### src/loop_trip_count_calc_unit_assert.svh
// assertion macros used by the top-level rtl file
`ifndef LOOP_TRIP_COUNT_CALC_UNIT_ASSERT_SVH
`define LOOP_TRIP_COUNT_CALC_UNIT_ASSERT_SVH
`ifndef SYNTHESIS
`define LTC_ASSERT_IMPL(label, clk, rst_n, pre, post) \
  label: assert property (@(posedge clk) disable iff (!rst_n) (pre) |-> (post)) \
    else $error("ltc assertion failed");
`define LTC_ASSERT_NEXT(label, clk, rst_n, pre, post) \
  label: assert property (@(posedge clk) disable iff (!rst_n) (pre) |=> (post)) \
    else $error("ltc assertion failed");
`else
`define LTC_ASSERT_IMPL(label, clk, rst_n, pre, post)
`define LTC_ASSERT_NEXT(label, clk, rst_n, pre, post)
`endif
`endif

### src/ltc_pkg.sv
`timescale 1ns / 1ps
package ltc_pkg;
  localparam int FIELD_W = 64;
  localparam int IN_DATA_W = 3 * FIELD_W;
  localparam int OP_W = 3;

  localparam logic [OP_W-1:0] OP_SLT = 3'd0;
  localparam logic [OP_W-1:0] OP_SLE = 3'd1;
  localparam logic [OP_W-1:0] OP_SGT = 3'd2;
  localparam logic [OP_W-1:0] OP_SGE = 3'd3;
  localparam logic [OP_W-1:0] OP_NE  = 3'd4;

  // how the back end turns quotient and remainder into a count
  typedef enum logic [2:0] {
    MODE_UNK    = 3'd0,
    MODE_ZERO   = 3'd1,
    MODE_CEIL   = 3'd2,
    MODE_FLOOR1 = 3'd3,
    MODE_EXACT  = 3'd4
  } mode_t;
endpackage

### src/ltc_front.sv
`timescale 1ns / 1ps
module ltc_front import ltc_pkg::*; #(
  parameter int W = 64
) (
  input  logic                 clk,
  input  logic                 rst_n,
  input  logic                 in_tvalid,
  output logic                 in_tready,
  input  logic [IN_DATA_W-1:0] in_tdata,
  input  logic [OP_W-1:0]      in_tuser,
  output logic                 fr_valid,
  input  logic                 fr_ready,
  output mode_t                fr_mode,
  output logic [W-1:0]         fr_diff,
  output logic [W-1:0]         fr_mag
);
  logic         valid_r, valid_nxt;
  mode_t        mode_r, mode_nxt;
  logic [W-1:0] diff_r, diff_nxt, mag_r, mag_nxt;
  logic [W-1:0] st, sp, bd;
  logic         lt, eq, step_neg, step_pos;

  assign st = in_tdata[W-1:0];
  assign sp = in_tdata[FIELD_W +: W];
  assign bd = in_tdata[2*FIELD_W +: W];
  assign lt = $signed(st) < $signed(bd);
  assign eq = (st == bd);
  assign step_neg = sp[W-1];
  assign step_pos = (sp != '0) && !sp[W-1];

  always_comb begin
    mode_nxt = MODE_UNK;
    diff_nxt = lt ? (bd - st) : (st - bd);
    mag_nxt  = step_neg ? (W'(0) - sp) : sp;
    if (sp != '0) begin
      unique case (in_tuser)
        OP_SLT: if (step_pos) mode_nxt = lt ? MODE_CEIL : MODE_ZERO;
        OP_SLE: if (step_pos) mode_nxt = (lt || eq) ? MODE_FLOOR1 : MODE_ZERO;
        OP_SGT: if (step_neg) mode_nxt = (!lt && !eq) ? MODE_CEIL : MODE_ZERO;
        OP_SGE: if (step_neg) mode_nxt = !lt ? MODE_FLOOR1 : MODE_ZERO;
        OP_NE: begin
          if (eq) mode_nxt = MODE_ZERO;
          else if ((lt && step_pos) || (!lt && step_neg)) mode_nxt = MODE_EXACT;
        end
        default: mode_nxt = MODE_UNK;
      endcase
    end
  end

  assign in_tready = !valid_r || fr_ready;
  assign valid_nxt = in_tready ? in_tvalid : valid_r;

  always_ff @(posedge clk) begin
    if (!rst_n) begin
      valid_r <= 1'b0;
    end else begin
      valid_r <= valid_nxt;
    end
  end

  always_ff @(posedge clk) begin
    if (in_tvalid && in_tready) begin
      mode_r <= mode_nxt;
      diff_r <= diff_nxt;
      mag_r  <= mag_nxt;
    end
  end

  assign fr_valid = valid_r;
  assign fr_mode  = mode_r;
  assign fr_diff  = diff_r;
  assign fr_mag   = mag_r;
endmodule

### config.mk
export PLATFORM = sky130hd
export DESIGN_NAME = ltc_front
export DESIGN_NICKNAME = d
export VERILOG_FILES = /design/src/loop_trip_count_calc_unit_assert.svh /design/src/ltc_pkg.sv /design/src/ltc_front.sv
export SDC_FILE = /design/constraint.sdc
export NUM_CORES = 1
export LEC_CHECK = 0
export BUFFER_PORTS_ARGS = -buffer_cell sky130_fd_sc_hd__buf_2
export CORE_MARGIN = 5
export CORE_UTILIZATION = 37
export CTS_CLUSTER_SIZE = 8
export DETAILED_ROUTE_END_ITERATION = 6
export GPL_ROUTABILITY_DRIVEN = 0
export GPL_TIMING_DRIVEN = 0
export HOLD_SLACK_MARGIN = 0.1
export MAX_ROUTING_LAYER = met4
export SLEW_MARGIN = 20
export SYNTH_ARGS = -nofsm -noshare
export SYNTH_HDL_FRONTEND = slang
export SYNTH_SLANG_ARGS = --single-unit
export TNS_END_PERCENT = 100
### constraint.sdc
create_clock -name clk -period 5.5 [get_ports clk]
set_input_delay 0.55 -clock clk [delete_from_list [all_inputs] [get_ports clk]]
set_output_delay 0.55 -clock clk [all_outputs]
set_load 0.03 [all_outputs]
# Word level (Yosys, flattened, before mapping)
# Cells that the tools add are included.
dict set report totals {
  regBits 132
  inputBits 199
  out_inout_bits 133
  elab_cells 41
}
dict set report op_classes {
  addsub 3
  n_lt_le_gt_ge 1
  n_eq_ne 5
  mux 13
  reduce_logical 14
}
# operator n
set op_table {}
lappend op_table {{64-bit subtractor} 2}
lappend op_table {{64-bit == test} 1}
lappend op_table {{64-bit < comparator} 1}
lappend op_table {{64-bit 2-to-1 mux} 1}
lappend op_table {{64-bit nonzero test} 1}
lappend op_table {{1-bit by 64-bit subtractor with 64-bit output, first input constant} 1}
lappend op_table {{63-bit 2-to-1 mux} 1}
lappend op_table {{2-bit 2-to-1 mux} 8}
lappend op_table {{3-bit case mux with 5 select lines} 1}
lappend op_table {{3-bit by 2-bit == test with 1-bit output, second input constant} 2}
lappend op_table {{3-bit 2-to-1 mux} 2}
lappend op_table {{1-bit logical AND} 5}
lappend op_table {{1-bit logical NOT} 4}
lappend op_table {{3-bit by 1-bit == test with 1-bit output, second input constant} 1}
lappend op_table {{3-bit == test, second input constant} 1}
lappend op_table {{3-bit logical NOT} 1}
lappend op_table {{1-bit logical OR} 3}

# Depth between registers and ports, before layout
dict set report depth {
  word_depth 7
  mapped_depth 17
  ltp_nobuf 13
}

# Worst setup path before layout
# Ideal clock, no wire load.
dict set report synth_timing {
  kind {input -> register}
  start {input port fr_ready}
  end {register diff_r[0] (netlist: fr_diff[0]), enable pin}
  setup_ns 0.505
  t_arrival_ns 3.934
  required_ns 4.995
  path_slack_ns 1.061
  cell_stages 2
  path_buffers 0
  path_cell_list {nand2b_1 and2_1}
}
dict set report synth_via {
  elab_chain_len 2
}
# item line_no
set synth_lines {}
lappend synth_lines {{from (decl)} ltc_front.sv:12} ;# input logic fr_ready,
lappend synth_lines {{1-bit logical OR} ltc_front.sv:50} ;# assign in_tready = !valid_r || fr_ready;
lappend synth_lines {{1-bit logical AND} ltc_front.sv:62} ;# if (in_tvalid && in_tready) begin
lappend synth_lines {{to (signal assigned)} ltc_front.sv:64} ;# diff_r <= diff_nxt;
lappend synth_lines {{to (decl)} ltc_front.sv:19} ;# logic [W-1:0] diff_r, diff_nxt, mag_r, mag_nxt;
# No other way between the ends.
# A chain may end at the register's enable or synchronous reset.

# Worst setup path after layout
dict set report layout_timing {
  start {input port in_tdata[49]}
  end {register mode_r[2] (netlist: fr_mode[2]) (data pin)}
}
dict set report layout_via {
  elab_chain_len 7
  word_cells_on_any_way 9
}
# item line_no
set layout_lines {}
lappend layout_lines {{from (decl)} ltc_front.sv:9} ;# input logic [IN_DATA_W-1:0] in_tdata,
lappend layout_lines {{64-bit < comparator} ltc_front.sv:26} ;# assign lt = $signed(st) < $signed(bd);
lappend layout_lines {{1-bit logical NOT} ltc_front.sv:43} ;# else if ((lt && step_pos) || (!lt && step_neg)) mode_nxt = MODE_EXACT;
lappend layout_lines {{1-bit logical AND} ltc_front.sv:43}
lappend layout_lines {{1-bit logical OR} ltc_front.sv:43}
lappend layout_lines {{3-bit 2-to-1 mux} ltc_front.sv:43}
lappend layout_lines {{3-bit 2-to-1 mux *} ltc_front.sv:42} ;# if (eq) mode_nxt = MODE_ZERO;
lappend layout_lines {{3-bit case mux with 5 select lines *} ltc_front.sv:36} ;# unique case (in_tuser)
lappend layout_lines {{to (signal assigned)} ltc_front.sv:63} ;# mode_r <= mode_nxt;
lappend layout_lines {{to (decl)} ltc_front.sv:18} ;# mode_t mode_r, mode_nxt;
# Mark *: on every way between the ends. The rest lies on a longest branch, timed or not.

==> results.py <==
metrics = {
    "run_status": {
        "status": "complete, no violations",
    },
    "sta": {
        "setup_tns_ns": 0,
        "hold_viol": 0,
        "finalCritPeriodShare_pct": 96.1,
        "slew_headroom_pct": 40.7,
        "tightestPinTransition_ns": 0.884,
        "clock_skew_ns": 0.0104,
        "fmax_ghz": 0.189,
        "slew_violations": 0,
        "rsz0062_at_grt": "false",
        "whs_ns": 0.344,
        "finalCriticalPeriod_ns": 5.29,
        "setup_viol": 0,
    },
    "synthesis": {
        "synth_nets": 1960,
        "synth_seq_cells": 132,
        "avgSynthCellArea_um2": 8.24,
        "post_synth_inst_count": 1631,
        "yosysSeqAreaShare_pct": 29.4,
        "synth-edff-count": 131,
        "ys_async_sr_fraction_pct": 0,
        "synth_warnings": 0,
        "synth_area_um2": 13400,
        "synth_ff_type": "edfxtp_1",
        "synth_cell_types": 74,
    },
    "routing": {
        "dr.pass1.iters": 6,
        "drtIter0Drc": 1255,
        "totalWireLength_mm": 52.9,
        "via_per_inst": 5.79,
        "routed-via-count": 14200,
        "wl_per_cell_um": 21.5,
        "drc": 0,
        "ant_nets": 0,
    },
    "floorplan": {
        "die_h_um": 201,
        "die_w_um": 201,
        "fp.dieArea_um2": 40300,
        "io_pins": 332,
        "core_region_area_um2": 35700,
        "fp-row-count": 69,
        "start_util_pct": 37.6,
    },
    "power_and_ir_drop": {
        "p_per_area_nw_per_um2": 268,
        "ir_drop_mv": 0.237,
        "p_leak_nw": 7.17,
    },
    "worst_hold_path": {
        "worstHoldPathType": "in2reg",
    },
    "setup_path": {
        "arrival_ns": 5.45,
        "crit_type": "in2reg",
        "cp_max_fo": 11,
        "cp-start-kind": "primary input",
        "cp_slowest_stage_delay_ns": 0.65,
        "cpMostUsedCell": "clkbuf_1",
        "path_cells": "buf_2 -> inv_1 -> ha_1 -> clkbuf_1 -> nand4_1 -> nor4_1 -> a21oi_1 -> a31oi_1 -> o41ai_2 -> nand2_1 -> clkbuf_1 -> clkbuf_1 -> a21oi_1 -> nor3_1",
        "endpoint_kind": "register",
        "slowest_stage": "nor4_1",
        "cp.required_ns": 5.67,
    },
    "finish": {
        "nets": 2311,
        "layout_commonest_cell": "buf_2",
        "fillers": 3608,
        "fin_util_pct": 45.8,
        "layout_common_cells": "332 x buf_2, 210 x a21oi_1, 162 x inv_1",
        "layout-drive-gt1-share_pct": 20.5,
        "area_growth_syn_to_layout_pct": 21.7,
    },
    "clock_tree": {
        "clk_pin_slew_ns": 0.07,
        "htreeDepth": 4,
        "numCtsBuffers": 17,
        "cts_tree": "built",
        "max-clock-path-buffers": 2,
        "clk_latency_ns": 0.45,
        "clock_sinks": 132,
        "cts-root-buf": "clkbuf_16",
        "postCtsSetupBuffers": 0,
    },
    "global_routing": {
        "grt_max_degree": 56,
        "track_usage_pct": 25.7,
        "globalRouteOverflowTotal": 0,
        "grt_pass1_wl_mm": 79.7,
        "grt_pass1_vias": 14100,
        "grt_antenna_before_repair": 2,
    },
    "placement": {
        "portBuffers": 331,
        "place_hpwl_mm": 43.3,
    },
    "run": {
        "max_cap_viol_count": 0,
    },
}
==> report_power, final <==
part | internal (mW) | switching [mW] | total (mW)
Sequential | 1.30 | 0.0349 | 1.33
Combinational | 0.582 | 1.26 | 1.84
Clock | 0.679 | 0.536 | 1.22
Total | 2.56 | 1.83 | 4.39
==> cells by family (layout without fill, tap and decap cells) <==
kind of cell	after synthesis	after routing	synth area share (%)
AO/OA/AOI/OAI	612	612	28.2
AND/OR/NAND/NOR	381	381	14.2
buffers and inverters	236	600	6.60
flip-flops	132	132	29.4
adder cells (fa/ha/maj)	130	130	12.2
XOR/XNOR	121	121	7.88
multiplexers	19	19	1.45
other	0	1	0
==> area by class of cell <==
cell class                      count  area, µm²  area share [%]
Antenna cell                        1       2.50          0.0153
Buffer                             73        285            1.74
Clock buffer                       17        425            2.60
Clock inverter                     15        169            1.03
Inverter                          162        608            3.72
Multi-Input combinational cell   1263       8640            52.8
Sequential cell                   132       3950            24.2
Tap cell                          461        577            3.53
Timing Repair Buffer              333       1700            10.4
==> registers in the layout (all words and copies together), names as in the netlist <==
name      cells
fr_mode       3
fr_mag       64
fr_valid      1
fr_diff      64
==> through the flow <==
stage	worst slack (ns)	instance area, µm²	power [mW]	std cells
after floorplan	1.06	13400	2.52	1631
after global placement	-0.476	15700	3.14	2423
after detailed placement	-0.570	15700	3.15	2425
after CTS	0.0258	16300	4.38	2456
after global routing	0.0213	16400	4.58	2457
final	0.214	16400	4.39	2457
==> worst paths after layout <==
path / from / to / slack (ns) / depth (start not counted)
worst max-delay path: in_tdata[49] / fr_mode[2] / 0.21 / 14
worst min-delay path: rst_n / fr_valid / 0.34 / 2
worst max register to register: fr_valid / fr_diff[31] / 3.82 / 3
worst min register to register: fr_valid / fr_valid / 0.53 / 2
==> worst max-delay path, delay by kind of cell <==
kind / cells / cell delay, ns
AO/OA/AOI/OAI: 4 / 0.89
adder cells (fa/ha/maj): 1 / 0.26
AND/OR/NAND/NOR: 4 / 2.01
buffers and inverters: 5 / 1.74
==> cell usage after synthesis, drive strengths merged (5+ instances only) <==
cell type	number	share of area, %
nor4	12	0.67
a31oi	14	0.65
and4	6	0.39
nand2	115	3.2
nor2b	8	0.37
nand3	18	0.67
inv	162	4.5
or3	15	0.85
nor3	19	0.74
and3	8	0.37
a2111oi	5	0.33
a211oi	18	1.0
o41ai	14	1.0
o21ai	142	5.3
mux2i	15	1.1
or4	11	0.67
xnor2	100	6.5
xor2	21	1.4
a21boi	16	0.89
edfxtp	131	29
nand4	34	1.6
o21bai	42	2.3
a21o	58	3.2
clkbuf	69	1.9
and2	13	0.60
ha	128	12
o211ai	12	0.67
nand2b	9	0.47
a21oi	210	7.8
nor2	95	2.7
or2	11	0.51
o21a	12	0.67
buf	5	0.15
o31ai	26	1.5
==> routing by layer <==
| layer | wire length, µm | vias up | GRT usage [%] |
|---|---|---|---|
| met5 | 0 | - | - |
| met1 | 21600 | 6647 | 30.9 |
| li1 | - | 6625 | - |
| met2 | 24900 | 814 | 43.0 |
| met3 | 4090 | 149 | 4.54 |
| met4 | 2360 | 0 | 10.1 |
==> repair_timing <==
item,in CTS,in global routing
hold buffers,0,0
endpoints found under the setup margin,10,24
resized for setup,1,8
(Power assumes the default switching activity.)
