**src/loop_trip_count_calc_unit_assert.svh**
```systemverilog
// assertion macros used by the top-level rtl file
`ifndef LOOP_TRIP_COUNT_CALC_UNIT_ASSERT_SVH
`define LOOP_TRIP_COUNT_CALC_UNIT_ASSERT_SVH
`ifndef SYNTHESIS
`define LTC_ASSERT_IMPL(label, clk, rst_n, pre, post) \
  label: assert property (@(posedge clk) disable iff (!rst_n) (pre) |-> (post)) \
    else $error("ltc assertion failed");
`define LTC_ASSERT_NEXT(label, clk, rst_n, pre, post) \
  label: assert property (@(posedge clk) disable iff (!rst_n) (pre) |=> (post)) \
    else $error("ltc assertion failed");
`else
`define LTC_ASSERT_IMPL(label, clk, rst_n, pre, post)
`define LTC_ASSERT_NEXT(label, clk, rst_n, pre, post)
`endif
`endif

```
**src/ltc_queue.sv**
```systemverilog
`timescale 1ns / 1ps
module ltc_queue #(
  parameter int DW = 131
) (
  input  logic          clk,
  input  logic          rst_n,
  input  logic          wr_valid,
  output logic          wr_ready,
  input  logic [DW-1:0] wr_data,
  output logic          rd_valid,
  input  logic          rd_ready,
  output logic [DW-1:0] rd_data
);
  // two-entry fifo
  logic [DW-1:0] mem_r [2];
  logic          wptr_r, wptr_nxt, rptr_r, rptr_nxt;
  logic [1:0]    cnt_r, cnt_nxt;
  logic          push, pop;

  assign wr_ready = (cnt_r != 2'd2);
  assign rd_valid = (cnt_r != 2'd0);
  assign push = wr_valid && wr_ready;
  assign pop  = rd_valid && rd_ready;
  assign rd_data = mem_r[rptr_r];

  always_comb begin
    wptr_nxt = push ? ~wptr_r : wptr_r;
    rptr_nxt = pop ? ~rptr_r : rptr_r;
    cnt_nxt  = cnt_r + 2'(push) - 2'(pop);
  end

  always_ff @(posedge clk) begin
    if (!rst_n) begin
      wptr_r <= 1'b0;
      rptr_r <= 1'b0;
      cnt_r  <= 2'd0;
    end else begin
      wptr_r <= wptr_nxt;
      rptr_r <= rptr_nxt;
      cnt_r  <= cnt_nxt;
    end
  end

  always_ff @(posedge clk) begin
    if (push) mem_r[wptr_r] <= wr_data;
  end
endmodule

```
**config.mk**
```make
export PLATFORM = sky130hd
export DESIGN_NAME = ltc_queue
export DESIGN_NICKNAME = d
export VERILOG_FILES = /design/src/loop_trip_count_calc_unit_assert.svh /design/src/ltc_queue.sv
export SDC_FILE = /design/constraint.sdc
export NUM_CORES = 1
export LEC_CHECK = 0
export BUFFER_PORTS_ARGS = -buffer_cell sky130_fd_sc_hd__buf_2
export CAP_MARGIN = 20
export CORE_MARGIN = 3
export CORE_UTILIZATION = 45
export CTS_CLUSTER_SIZE = 8
export DETAILED_ROUTE_END_ITERATION = 16
export GPL_TIMING_DRIVEN = 0
export HOLD_SLACK_MARGIN = 0.03
export MAX_ROUTING_LAYER = met4
export PLACE_DENSITY_LB_ADDON = 0.25
export SYNTH_ARGS = -nofsm -noshare
export SYNTH_HDL_FRONTEND = slang
export SYNTH_SLANG_ARGS = --single-unit
export TNS_END_PERCENT = 1
```
**constraint.sdc**
```tcl
create_clock -name clk -period 9.5 [get_ports clk]
set_input_delay 0.95 -clock clk [delete_from_list [all_inputs] [get_ports clk]]
set_output_delay 0.95 -clock clk [all_outputs]
set_load 0.1 [all_outputs]
```
; ---- Yosys cells after proc, flatten, opt, wreduce, memory -nomap -nowiden
; Memories as Yosys holds them, arrays and structs flattened. A register that Yosys moved wholly into a read port is not among the register bits.
; Cells that the tools add are included.
[totals]
memories = 1
mem_bits_rw = 262
wordCells = 16
reg_bits = 4
input_bits = 135
output_inout_bits = 133
[memory_table]
columns = memory, words, word_bits, rd, rd_clocked_by_memory_dff, wr, line_no
row1 = mem_r, 2, 131, 1, 1, 1, ltc_queue.sv:15  ; logic [DW-1:0] mem_r [2];
[op_classes]
mux = 4
n_eq_ne = 1
reduce_logical = 3
bitwise = 2
n_addsub = 2
[ops]
columns = operator, count
row1 = $mux 1, 4
row2 = $add 2x1->2, 1
row3 = $logic_and 1x1->1, 2
row4 = $ne 2x2->1 const B, 1
row5 = $not 1->1, 2
row6 = $reduce_bool 2->1, 1
row7 = $sub 2x1->2, 1

; ---- Longest topological paths before layout
; Gate-level depths: netlist of run 1.
[logic_depth]
word_depth = 4
mapped_depth = 8
mapped_depth_nobuf = 8

; ---- Worst setup path after synthesis of run 1
; OpenSTA, ideal clock, no wires.
[synth_path]
path_kind = reg2reg
start = register cnt_r[0]
end = memory mem_r[0][0], enable pin
n_path_buf = 0
required_time_ns = 8.877
setup_time_ns = 0.623
path_slack_ns = 1.980
arrival_ns = 6.897
path_stages_with_launch = 4
period_less_slack_ns = 7.520
path_cell_list = dfxtp_1 nand2b_1 nand2_1 nor2_1
[synth_via]
elab_chain_len = 4
[synth_rtl]
columns = item, line_no
row1 = "start, declared", ltc_queue.sv:17  ; logic [1:0] cnt_r, cnt_nxt;
row2 = "start signal, assigned", ltc_queue.sv:40  ; cnt_r <= cnt_nxt;
row3 = $ne 2x2->1, ltc_queue.sv:20  ; assign wr_ready = (cnt_r != 2'd2);
row4 = via wr_ready, ltc_queue.sv:8  ; output logic wr_ready,
row5 = $logic_and 1x1->1, ltc_queue.sv:22  ; assign push = wr_valid && wr_ready;
row6 = $mux 1, ltc_queue.sv:45  ; if (push) mem_r[wptr_r] <= wr_data;
row7 = $mux 1 (implied by the code), ltc_queue.sv:45
row8 = "end, declared", ltc_queue.sv:15
; The timed path passes the listed nets, and every way through them passes these cells.

==> results.env, run 1 <==
MIN_PATH_TYPE='flip-flop to flip-flop'
CRIT_PATH_MAX_INCR_DELAY_NS=0.32
CTS_NUM_SINKS=267
CRITPATHREQUIREDTIME_NS=8.55
DRT_WL_TOTAL_UM=19000
SYNTH_TOP_AREA_FRAC=0.782
SYNTH-SEQ-CELLS=267
DIE-HEIGHT_UM=156
CP.BUFFERS_INVERTERS=4
MIN_PERIOD_OVER_PERIOD=0.305
GR-USAGE-ALL-LAYERS=0.159
TRITONCTS='done'
CTS_HTREE_LEVELS=2
CLK_PIN_SLEW_NS=0.05
DR.FIRST_ITER.DRC_COUNT=223
YS_DOMINANT_REG_CELL='edfxtp_1'
DRCVIOLATIONCOUNT=0
YOSYSSEQAREASHARE=0.792
SYNTH.AVG_CELL_AREA_UM2=23.3
GRT_PASS1_WL_UM=29300
POST_SYNTH_MAIN_AREA_CONTRIBUTORS='edfxtp_1 (78%), mux2_4 (13%), mux2_2 (4.6%)'
NUM-NETS-FINAL=882
MAX_SLEW_MARGIN=0.352
DRIVE_ABOVE_1_SHARE=0.609
SETUP_VIOLATIONS=0
CRITICAL_PATH.REG2REG.STARTPOINT='cnt_r[0]'
CLK_ROOT_BUFFER_CELL='clkbuf_16'
CP_TOP_FAMILY='buffers and inverters'
DRT_FIRST_PASS_ITERS=4
ROWS=54
CTSRESIZECOUNT=0
DIE_WIDTH_UM=156
YOSYSWARNINGCOUNT=0
GRT_ANTENNA_BEFORE_REPAIR=2
CRITICALPATHCATEGORY='flip-flop to output pin'
WORST_CLOCK_SKEW_NS=0.0154
MAX_SLEW.WORST_PIN.SLEW_NS=0.972
DIE_AREA_MM2=0.0242
VIA_COUNT=5035
SYNTH_CELL_TYPE_COUNT=19
MAXCAPVIOLATIONS=0
R2R_SETUP_SLACK_NS=7.25
FIRST_GLOBAL_VIAS=5564
CTS-ROOT-TO-SINK-BUFFERS=3
SYN_INST=432
YOSYSMOSTFREQUENTCELL='edfxtp_1'
ASYNCSETRESETFLOPFRACSYNTH=0
CP_MAX_FO=10
TIMING.CRITICAL_PATH.SLOWEST_STAGE_CELL='dfxtp_1'
FINAL_CELL_COUNT_NO_FILL=1043
TIMING.HOLD.WORST.START='rptr_r'
FINAL.FILL_COUNT=1662
WORSTSKEWPAIRLATENCY_NS=0.50
DP.FINAL_HPWL_UM=13200
CP_COMMON_CELL='buf_6'
SYNTH_AREA_LEADER_CELL='edfxtp_1'
START_UTIL=0.460
MAXSLEWVIOLCOUNT=0
LARGEST_NET_DEGREE_AT_THE_START_OF_GLOBAL_ROUTING=67
YOSYS-TOP-CELLS-COUNT='edfxtp_1 (262), mux2_4 (90), mux2_2 (41), buf_6 (10), dfxtp_1 (5)'
NUMBER_OF_ENABLE_FLIP_FLOP_CELLS_AFTER_SYNTHESIS=262
TIMING.CRITICAL_PATH.TO_TYPE='output pin'
CTS_POST_SETUP_BUFFERS_INSERTED=0
GRT_REMAINING_OVERFLOW=0
IO_PINS=268
WL_PER_CELL_UM=18.2
PORT-BUFFER-COUNT=267
PLACEABLECOREAREA_MM2=0.0219
POST_SYNTH_INSTANCE_AREA_MM2=0.0101
CTS-HOLD-FIX-BUFFERS=0
CRITICAL_PATH_STARTPOINT_CATEGORY='flip-flop'
RESIDUAL_ANTENNA_VIOLATING_NET_COUNT_AFTER_DETAILED_ROUTING=0
CRIT_ARRIVAL_NS=1.95
RUN_STATUS='complete, no violations'
SYN_NETS=569
CTS-BUFFERS-INSERTED=39
MAX_FREQ_GHz=0.345
AREA_GROWTH_SYN_TO_LAYOUT_PCT=28.9
PLACE.GP.CONGESTION=0.759
VIAS_PER_CELL=4.83
PERIOD_MINUS_SLACK_NS=2.90
DP_CELLS=984
GRT_SETUP_UNREPAIRED='no'
NUMBER_OF_HOLD_VIOLATIONS_IN_THE_FINAL_REPORT=0
CRIT_CHAIN='buf_6, buf_8, buf_6, mux2_4, buf_2'
cell usage in the layout, fill, tap and decap left out:
cell type and instances:
inv_1 1, clkinvlp_4 1, mux2_2 41, and3_4 1, buf_8 1, nand2b_1 2
buf_6 10, buf_12 3, nor2b_1 2, nor2_4 1, clkbuf_1 14, buf_2 271
diode_2 3, dfxtp_1 5, xnor2_1 3, clkbuf_16 41, buf_16 2, o21a_1 1
and2_1 2, ha_1 2, nand2_1 2, mux2_4 90, edfxtp_1 262, or2_2 1
mux2i_1 1
worst min-delay path, stage by stage, from the launching register on:
cell     delay [ns]
dfxtp_1        0.32
xnor2_1        0.09
nor2b_1        0.10
flip-flops by register name, indices dropped and copies added (netlist names), named ones only:
signal,flops
rptr_r,1
cnt_r,2
mem_r,262
wptr_r,1
routing by layer:
layer | wire length [um] | share of wire | vias to the layer above | GRT usage
met5 | 0 | 0 | - | -
met4 | 327 | 0.017 | 0 | 0.0479
met3 | 1920 | 0.10 | 30 | 0.0571
met2 | 9230 | 0.49 | 212 | 0.253
met1 | 7550 | 0.40 | 2448 | 0.194
li1 | - | - | 2345 | -
area by class of cell:
| type | count | area (um^2) | area share |
|---|---|---|---|
| tap | 280 | 350 | 0.0270 |
| clock buffer | 55 | 1080 | 0.0832 |
| multi-input combinational | 149 | 1960 | 0.151 |
| sequential | 267 | 7970 | 0.614 |
| antenna | 3 | 7.51 | 0.000579 |
| inverter | 1 | 3.75 | 0.000289 |
| clock inverter | 1 | 7.51 | 0.000579 |
| buffer | 15 | 148 | 0.0114 |
| timing repair buffer | 272 | 1450 | 0.112 |
cell families (layout without fill, tap and decap cells):
| group | after synthesis | in the layout | synth area share |
|---|---|---|---|
| compound gates | 1 | 1 | 0.000746 |
| xor+xnor | 3 | 3 | 0.00261 |
| fa+ha+maj | 2 | 2 | 0.00249 |
| buf+inv | 16 | 344 | 0.0150 |
| flops | 267 | 267 | 0.792 |
| mux | 132 | 132 | 0.181 |
| other cells | 0 | 3 | 0 |
| simple gates | 11 | 11 | 0.00609 |
through the flow:
stage                util  setup WS [ns]  TNS [ns]  area, um^2  hold slack [ns]
finish              0.592           6.60         0       13000            0.536
global route        0.592           6.52         0       13000            0.585
CTS                 0.592           6.55         0       13000            0.548
detailed placement  0.543           6.75         0       11900            0.533
global placement    0.537         -0.354    -45.20       11700            0.466
floorplan               -           1.98         0       10100            0.455
path summary, 6_finish.rpt:
path | end | cells after the start
setup / recovery | rd_data[68] | 5
hold / removal | rptr_r | 2
setup reg to reg | mem_r[0][60] | 5
hold reg to reg | rptr_r | 2
Power of run 1 is left out: the tool's default activity adds up to more than one toggle a clock period on the data nets, which glitch-free logic cannot reach.
==> run 2, diff against run 1 <==
==> constraint.sdc (replaced) <==
create_clock -name clk -period 2.8 [get_ports clk]
set_input_delay 0.28 -clock clk [delete_from_list [all_inputs] [get_ports clk]]
set_output_delay 0.28 -clock clk [all_outputs]
set_load 0.1 [all_outputs]
==> results.env, run 2 (same netlist as run 1, synthesis figures left out) <==
RUN_STATUS='complete, no violations'
CLK_PIN_SLEW_NS=0.05
PLACEABLECOREAREA_MM2=0.0219
CP_MAX_FO=30
RR_WORST_DEPTH=6
CRITICAL_PATH_STARTPOINT_CATEGORY='flip-flop'
DIE-HEIGHT_UM=156
MOSTFREQUENTLAYOUTCELLS='buf_2 (271), edfxtp_1 (262), dlygate4sd3_1 (131)'
DP.FINAL_HPWL_UM=13600
MAX_SLEW_MARGIN=0.547
WORSTSKEWPAIRLATENCY_NS=0.50
P_PER_AREA_mW_PER_MM2=1140
MAX_SLEW.WORST_PIN.SLEW_NS=0.678
RESIDUAL_ANTENNA_VIOLATING_NET_COUNT_AFTER_DETAILED_ROUTING=0
REG_TOP3='mem_r x262, cnt_r x2'
CRITICALPATHCATEGORY='flip-flop to flip-flop'
CTS-ROOT-TO-SINK-BUFFERS=3
MAX_FREQ_GHz=0.451
PERIOD_MINUS_SLACK_NS=2.22
PLACE.GP.CONGESTION=0.744
CRIT_ARRIVAL_NS=2.40
DIE_AREA_MM2=0.0242
TOTALNEGATIVESETUPSLACK_NS=0
CRITPATHREQUIREDTIME_NS=2.98
CTS_NUM_SINKS=267
ROWS=54
DRCVIOLATIONCOUNT=0
CRIT_CHAIN='nand2b_4, nand2_4, nor2_4, buf_12, buf_12, buf_12'
IO_PINS=268
WHS_ENDPOINT='cnt_r[0]'
TRITONCTS='done'
CTS-BUFFERS-INSERTED=39
CP_TOP_FAMILY='buffers and inverters'
SETUP_VIOLATIONS=0
AREA_GROWTH_SYN_TO_LAYOUT_PCT=41.5
PORT-BUFFER-COUNT=267
CP_COMMON_CELL='buf_12'
DRIVE_ABOVE_1_SHARE=0.528
MAXSLEWVIOLCOUNT=0
DR.FIRST_ITER.DRC_COUNT=205
TIMING.HOLD.WORST.START='rst_n'
NUM-NETS-FINAL=1014
VIAS_PER_CELL=4.79
CRITICAL_PATH.REG2REG.STARTPOINT='cnt_r[0]'
DIE_WIDTH_UM=156
GRT_REMAINING_OVERFLOW=0
CRIT_PATH_MAX_INCR_DELAY_NS=0.55
WORST_CLOCK_SKEW_NS=0.0113
LEAKAGE_nW=5.59
GRT_ANTENNA_BEFORE_REPAIR=1
MAXCAPVIOLATIONS=0
MIN_PERIOD_OVER_PERIOD=0.792
POWER.TOTAL_mW=16.2
CRIT-REG2REG-CAPTURE='mem_r[0][67]'
START_UTIL=0.460
CTS_HTREE_LEVELS=2
VIA_COUNT=5576
GRT_PASS1_WL_UM=32100
HOLD_CRIT_DEPTH=2
TIMING.CRITICAL_PATH.TO_TYPE='flip-flop'
POWER.IR.VDD_WORST_mV=0.871
GRT_SETUP_UNREPAIRED='no'
TIMING.CRITICAL_PATH.SLOWEST_STAGE_CELL='nor2_4'
DRT_WL_TOTAL_UM=20700
GR-USAGE-ALL-LAYERS=0.174
FIRST_GLOBAL_VIAS=6182
R2R_SETUP_SLACK_NS=0.58
MIN_PATH_TYPE='input port to flip-flop'
DRT_FIRST_PASS_ITERS=4
CTS_POST_SETUP_BUFFERS_INSERTED=0
CLK_ROOT_BUFFER_CELL='clkbuf_16'
REGISTERS.TOP_BY_FF_COUNT='mem_r'
NUMBER_OF_HOLD_VIOLATIONS_IN_THE_FINAL_REPORT=0
CP.BUFFERS_INVERTERS=3
LARGEST_NET_DEGREE_AT_THE_START_OF_GLOBAL_ROUTING=60
WL_PER_CELL_UM=17.8
LARGEST_REGISTER_FF_COUNT=262
LAYOUT_COMMONEST_CELL='buf_2'
run 2: changes by cell type in the layout (fill, tap and decap cells not counted), sizes merged:
cell and delta:
buf +1, clkbuf -10, dlygate4sd3 +131, diode -2, inv +1
run 2: cell type report:
type / instances / area (um^2)
tap: 280 / 350
clock buffer: 45 / 998
buffer: 15 / 148
multi-input combinational: 149 / 1970
antenna: 1 / 2.50
sequential: 267 / 7970
fill: 1511 / 7650
clock inverter: 2 / 16.3
timing repair buffer: 404 / 2780
inverter: 1 / 3.75
run 2: where the power goes:
| group | internal, mW | total [mW] | switching (mW) |
|---|---|---|---|
| logic | 1.64 | 7.11 | 5.48 |
| registers | 5.03 | 5.17 | 0.138 |
| clock network | 2.46 | 3.93 | 1.46 |
| total | 9.13 | 16.2 | 7.08 |
run 2: worst max-delay path by stage:
stage / from / to / slack [ns] / depth (start not counted)
after global routing: cnt_r[0] / mem_r[0][60] / 0.41 / 6
final: cnt_r[0] / mem_r[0][67] / 0.58 / 6
after global placement: cnt_r[0] / mem_r[0][106] / -1.02 / 3
after CTS: cnt_r[0] / mem_r[0][68] / 0.54 / 6
after detailed placement: cnt_r[0] / mem_r[0][104] / 0.55 / 6
after floorplan: cnt_r[0] / mem_r[0][0] / -0.35 / 3
run 2: per-stage QoR:
step                      cell area [um^2]  setup WS [ns]  hold slack [ns]  std cells  utilization
final                                14200          0.582           0.0921       1164        0.651
after global routing                 14200          0.414           0.0835       1164        0.651
after CTS                            14200          0.543           0.0596       1163        0.650
after detailed placement             11900          0.547            0.472        985        0.544
after global placement               11800          -1.02            0.467        979        0.538
after floorplan                      10100         -0.346            0.379        432            -
run 2: timing repair:
item	4_1_cts	5_1_grt
gates resized for setup	0	0
hold buffers	131	0
hold endpoints to repair	262	0
run 2: per-layer routing:
| metal | track usage | wire, um | up-vias |
|---|---|---|---|
| met1 | 0.203 | 8050 | 2702 |
| met4 | 0.0546 | 535 | 0 |
| met3 | 0.0430 | 1490 | 51 |
| li1 | - | - | 2597 |
| met2 | 0.300 | 10600 | 226 |
| met5 | - | 0 | - |
Note: power is estimated with default switching activity, not from simulation.
